===== src/hw/rtl/ctbp_pkg.sv =====
// ----------------------------------------------------------------------------
// ctbp_pkg
// Shared types and constants of the backprojection accumulator: word layout,
// action codes, default sizes and the controller/datapath command bundle.
// ----------------------------------------------------------------------------
`default_nettype none

package ctbp_pkg;

	// default sizes
	localparam int IMAGE_SIZE_DEF = 64;
	localparam int NUM_ANGLES_DEF = 180;
	localparam int ACC_WIDTH_DEF  = 24;

	// field widths
	localparam int ANGLE_W  = 8;
	localparam int DET_W    = 6;
	localparam int SAMPLE_W = 17;
	localparam int PIX_W    = 6;
	localparam int SUM_W    = 24;
	localparam int ACTION_W = 2;

	// input tdata layout, lowest field first
	localparam int ANGLE_LSB  = 0;
	localparam int DET_LSB    = ANGLE_LSB + ANGLE_W;
	localparam int SAMPLE_LSB = DET_LSB + DET_W;
	localparam int PX_LSB     = SAMPLE_LSB + SAMPLE_W;
	localparam int PY_LSB     = PX_LSB + PIX_W;
	localparam int IN_BITS    = PY_LSB + PIX_W;
	localparam int IN_TDATA_W = ((IN_BITS + 7) / 8) * 8;
	localparam int OUT_TDATA_W = ((SUM_W + 7) / 8) * 8;

	localparam int ANGLE_CODES = 1 << ANGLE_W;
	localparam logic [SUM_W-1:0] SUM_MAX = '1;

	typedef enum logic [ACTION_W-1:0] {
		ACT_LOAD  = 2'd0,
		ACT_READ  = 2'd1,
		ACT_CLEAR = 2'd2
	} action_t;

	typedef struct packed {
		logic take_item;
		logic buf_wr;
		logic pass_init;
		logic pass_adv;
		logic cnt_clr;
		logic cnt_adv;
		logic clear_wr;
		logic read_sel;
		logic out_ld;
	} ctbp_cmd_t;

	typedef struct packed {
		action_t action;
		logic    last;
		logic    last_pix;
		logic    pipe_busy;
		logic    out_busy;
	} ctbp_sts_t;

endpackage

`default_nettype wire


===== src/hw/rtl/ctbp_ctrl.sv =====
// ----------------------------------------------------------------------------
// ctbp_ctrl
// Sequencer: decodes each word, runs the image clear sweep, the pixel pass
// and the pixel read, and issues commands to the datapath.
// ----------------------------------------------------------------------------
`default_nettype none

module ctbp_ctrl (
	input  wire logic                 clk,
	input  wire logic                 arst_n,
	input  wire logic                 s_tvalid,
	output logic                      s_tready,
	output ctbp_pkg::ctbp_cmd_t       cmd,
	input  wire ctbp_pkg::ctbp_sts_t  sts
);

	typedef enum logic [6:0] {
		ST_CLEAR  = 7'b0000001,
		ST_IDLE   = 7'b0000010,
		ST_DECODE = 7'b0000100,
		ST_SETUP  = 7'b0001000,
		ST_PASS   = 7'b0010000,
		ST_DRAIN  = 7'b0100000,
		ST_RESULT = 7'b1000000
	} state_t;

	state_t state_q, state_d;

	always_ff @(posedge clk or negedge arst_n) begin
		if (!arst_n) begin
			state_q <= ST_CLEAR;
		end else begin
			state_q <= state_d;
		end
	end

	assign s_tready = (state_q == ST_IDLE);

	always_comb begin
		state_d = state_q;
		cmd     = '0;
		unique case (state_q)
			ST_CLEAR: begin
				cmd.clear_wr = 1'b1;
				cmd.cnt_adv  = 1'b1;
				if (sts.last_pix) state_d = ST_IDLE;
			end
			ST_IDLE: begin
				cmd.take_item = s_tvalid;
				if (s_tvalid) state_d = ST_DECODE;
			end
			ST_DECODE: begin
				unique case (sts.action)
					ctbp_pkg::ACT_LOAD: begin
						cmd.buf_wr = 1'b1;
						state_d    = sts.last ? ST_SETUP : ST_IDLE;
					end
					ctbp_pkg::ACT_READ: begin
						cmd.read_sel = 1'b1;
						state_d      = ST_RESULT;
					end
					ctbp_pkg::ACT_CLEAR: begin
						cmd.cnt_clr = 1'b1;
						state_d     = ST_CLEAR;
					end
					default: begin
						// unused action code: drop the word
						state_d = ST_IDLE;
					end
				endcase
			end
			ST_SETUP: begin
				cmd.pass_init = 1'b1;
				cmd.cnt_clr   = 1'b1;
				state_d       = ST_PASS;
			end
			ST_PASS: begin
				cmd.pass_adv = 1'b1;
				cmd.cnt_adv  = 1'b1;
				if (sts.last_pix) state_d = ST_DRAIN;
			end
			ST_DRAIN: begin
				if (!sts.pipe_busy) state_d = ST_IDLE;
			end
			ST_RESULT: begin
				cmd.read_sel = 1'b1;
				if (!sts.out_busy) begin
					cmd.out_ld = 1'b1;
					state_d    = ST_IDLE;
				end
			end
			default: begin
				state_d = ST_IDLE;
			end
		endcase
	end

endmodule

`default_nettype wire


===== config.mk =====
export PLATFORM = sky130hd
export DESIGN_NAME = ctbp_ctrl
export DESIGN_NICKNAME = d
export VERILOG_FILES = /design/src/hw/rtl/ctbp_pkg.sv /design/src/hw/rtl/ctbp_ctrl.sv
export SDC_FILE = /design/constraint.sdc
export NUM_CORES = 1
export LEC_CHECK = 0
export BUFFER_PORTS_ARGS = -buffer_cell sky130_fd_sc_hd__buf_2
export CORE_UTILIZATION = 40
export DETAILED_ROUTE_END_ITERATION = 7
export PLACE_DENSITY = 0.67
export REMOVE_ABC_BUFFERS = 1
export SLEW_MARGIN = 20
export SYNTH_ARGS = -nofsm -noshare
export SYNTH_HDL_FRONTEND = slang
export SYNTH_SLANG_ARGS = --single-unit

===== constraint.sdc =====
create_clock -name clk -period 2.8 [get_ports clk]
set_clock_uncertainty 0.05 [all_clocks]
set_input_delay 0.28 -clock clk [delete_from_list [all_inputs] [get_ports clk]]
set_output_delay 0.28 -clock clk [all_outputs]
set_load 0.02 [all_outputs]

* Word level (Yosys, flattened, before mapping)
Index checks and enable logic that the tools add are counted.
** Storage, ports and cells
- Register bits after elaboration :: 7
- Input bits :: 9
- Word-level logic and storage cells :: 39
** Cells by class
- Equality and inequality tests :: 14
- Mux-type cells :: 21
- Reductions and logical operators :: 3
** Operator list (count)
- $pmux 7 s7 :: 1
- $mux 7 :: 5
- $pmux 7 s3 :: 1
- $mux 1 :: 11
- $ne 2x2->1 const B :: 5
- $eq 7x1->1 const B :: 1
- $eq 7x2->1 const B :: 1
- $eq 7x3->1 const B :: 1
- $eq 7x4->1 const B :: 1
- $eq 7x5->1 const B :: 1
- $eq 7x6->1 const B :: 1
- $eq 7x7->1 const B :: 1
- $reduce_and 5->1 :: 1
- $mux 4 :: 1
- $pmux 1 s2 :: 2
- $eq 2x1->1 const B :: 1
- $eq 2x2->1 const B :: 1
- $logic_not 2->1 :: 1
- $reduce_or 2->1 :: 1

* Depth between registers and ports, before layout
- Word-level depth :: 3
- Gate-level depth with buffers :: 5
- Depth with buffers taken out :: 4

* Worst setup path before layout
No wires, ideal clock.
- Path kind :: register to output
- Start :: register state_q[5]
- End :: output port cmd[4] (netlist bit)
- Data arrival time :: 1.795 ns
- Slack :: 0.675 ns
- Stages on the path, launching flop included :: 6
- Cells stage by stage :: dfrtp_1 buf_6 nor4_4 or4b_4 or3b_4 nand2_2
** RTL lines
- start: declaration :: line ctbp_ctrl.sv:27 : state_t state_q, state_d;
- start signal: assignment :: line ctbp_ctrl.sv:33 : state_q <= state_d;
- end: declaration :: line ctbp_ctrl.sv:13 : output ctbp_pkg::ctbp_cmd_t cmd,

==> metrics.txt <==
status complete, no violations; number of H-tree levels 1; vias per std cell approximately 5.4; asr flop ratio synth 1.00; vias in the first global route between 400 and 500; Slew Viols, Final 0; Post-Place Cells 89; Residual DRC 0; Tot Pwr around 0.00043 W; Post-synth top cells dfrtp_1 (6), nand2_1 (4), nor2b_1 (4), nor3_1 (4), o21ai_0 (4); first-pass GRT wire length about 1.8 mm; compound-cell area share of the yosys netlist 0.183; CTS max path bufs 2; largest family of logic cells by synthesized area simple AND/OR/NAND/NOR gates; layout cells sized above 1 0.350; Fin. Hold Viols 0; clock power share 0.228; Seq cells post-synth 7; VDD IR max between 0.0002 and 0.0003 V; switch share 0.400; Final period util 0.921; Met2 Wirelength 484 um; Synth area leaders dfrtp_1 (29%), dfstp_2 (5.0%), nor2b_1 (4.8%); Regs by FF count state_q: 7 flops; Ys Warns 0; ANT nets after route 0; WL met1 about 530 um; Initial DRT Pass Iterations 2; CTS Sinks 7; crit path launch type flip-flop; synthesized instance count 60; Area Growth Syn to Fin 23.8%; cts bufs inserted 3; Core Box Area ~1200 um^2; post-synthesis simple-gate area fraction 0.407; gr ovfl total 0; Die W ~38 um; Routed WL approximately 1.1 mm; post-synthesis mux area share 0; Synth Area in XOR/XNOR 0.0167; dominant synthesized flop cell dfrtp_1; non-filler cells, final 94; gr usage total 0.188; # IOs 19; Leak about 0.34 nW; max FFs per register 7; Final setup viols 0; Detailed Place HPWL 833 um; Final Instance Area 651 um^2; most frequent cell after synthesis dfrtp_1; # rows 12; # Post-CTS Setup Buffers 0; Iter 0 DRT Violations 4; die area 1460 um^2; sequential-to-total area share from yosys stat 0.336; CTS tree built; setup TNS 0 ns; max cap viols 0; reg2reg setup slack around 0.85 ns; f_max between 300 and 400 MHz; crit path max fanout 10; largest net degree at the start of global routing 11; worst hold-check path type input pin to flip-flop; Synth Cell Area between 500 and 600 um^2; number of synthesized flops with an enable pin 0; Clock Latency Late Sink approximately 0.26 ns; CP Capture Type primary output; Synth cell types 34; antenna violations before repair 0; Largest Register state_q; number of diodes 0; sw power about 0.00017 W; Slew @ Worst Pin 0.462 ns; critical path class flip-flop to primary output; Comb pwr share 0.418; RePlAce Congestion between 0.8 and 0.9; Rel. slew slack 0.688; Hold-fix buffers, CTS 1; Fill cells between 100 and 150; Seq pwr share 0.354; via count a little over 500; CP required about 2.5 ns; synthesized area per cell around 8.8 um^2; CTS resizes 0; unrepaired setup endpoints after global routing false; initial cell density of the core 0.455; Synth area leader dfrtp_1; Synth Area in Adders 0; CTS Root Cell clkbuf_4; critical path cell sequence nor4_4 -> or4b_4 -> or3b_4 -> nand2_2 -> buf_2; CTS clock-pin slew for the worst setup and hold paths roughly 0.050 ns; Post-layout nets 90; Max stage delay cell, worst path or4b_4; IO buf count 18; power density over the cells ~660 nW/um^2; Min Clock Period, post-route 2.58 ns; Die Height 38.2 um; DR WL met3 66 um; Top Metal Used met4; P_int approximately 0.00026 W; crit-path max cell delay between 0.5 and 0.6 ns; share of the synthesized area in the top cell type 0.286; drt wl/cell approximately 12 um; area post-placement roughly 600 um^2; Crit path arrival time 2.25 ns
final cells by class:
type	instances	area [um^2]	area share
Tap cell	14	17.5	0.0269
Inverter	3	11.3	0.0173
Sequential cell	7	176	0.271
Multi-Input combinational cell	47	319	0.490
Clock buffer	4	26.3	0.0404
Timing Repair Buffer	19	100	0.154
worst max-delay path, delay by kind of cell (launching register included):
family        cells  cell delay (ns)
simple gates      4             1.36
flops             1             0.48
buf+inv           1             0.15
power groups by stage:
stage	Clock (W)	Sequential, W	Combinational (W)
after detailed placement	0	0.000153	0.000177
after floorplan	0	0.000145	0.000133
final	0.0000978	0.000152	0.000179
after global routing	0.000106	0.000155	0.000207
after global placement	0	0.000153	0.000179
after CTS	0.0000986	0.000151	0.000181
final timing paths:
kind / from / end / cells past startpoint
max: state_q[5] / cmd[4] / 5
min: sts[3] / state_q[3] / 2
max reg2reg: state_q[5] / state_q[0] / 4
min reg2reg: state_q[3] / state_q[0] / 3
max in group asynchronous: arst_n / state_q[0] / 2
min in group asynchronous: arst_n / state_q[1] / 2
per-stage QoR:
| stage | hold WS (ns) | util | setup WS [ns] |
|---|---|---|---|
| floorplan | -0.0656 | - | 0.676 |
| global placement | 0.0774 | 0.531 | 0.525 |
| detailed placement | 0.0747 | 0.531 | 0.505 |
| CTS | 0.191 | 0.563 | 0.215 |
| global route | 0.204 | 0.563 | 0.110 |
| finish | 0.198 | 0.563 | 0.222 |
layer usage:
metal	track usage	vias to the layer above
li1	-	261
met1	0.227	226
met2	0.284	15
met3	0.0872	2
met4	0.0804	0
met5	0	-
layout by cell type (no fill, tap or decap):
cell           netlist  final
and3_1               2      2
o21ai_0              4      4
o21ai_2              1      1
nand2_2              1      1
a22o_1               1      1
o31ai_1              2      2
or3b_4               1      1
nand3_1              1      1
or3_1                2      2
inv_1                3      3
buf_2                0     18
nand3b_1             1      1
a31oi_1              1      1
o211ai_1             1      1
or2_2                1      1
nor4_1               1      1
o21bai_1             1      1
nor3_1               4      4
clkbuf_1             2      1
nand2_1              4      4
and3b_1              1      1
xor2_1               1      1
nor2b_1              4      4
dfrtp_1              6      6
nor3b_1              1      1
nor4_4               1      1
a21o_1               1      1
a211oi_1             1      1
nor2_1               2      2
dlygate4sd3_1        0      1
dfstp_2              1      1
clkbuf_4             0      3
or4b_4               1      1
a22oi_1              1      1
nor4b_1              1      1
and2_1               3      3
kinds of logic after synthesis:
group | after synthesis
flops | 7
buf+inv | 6
simple gates | 32
xor+xnor | 1
compound gates | 14
(Power assumes the default switching activity.)
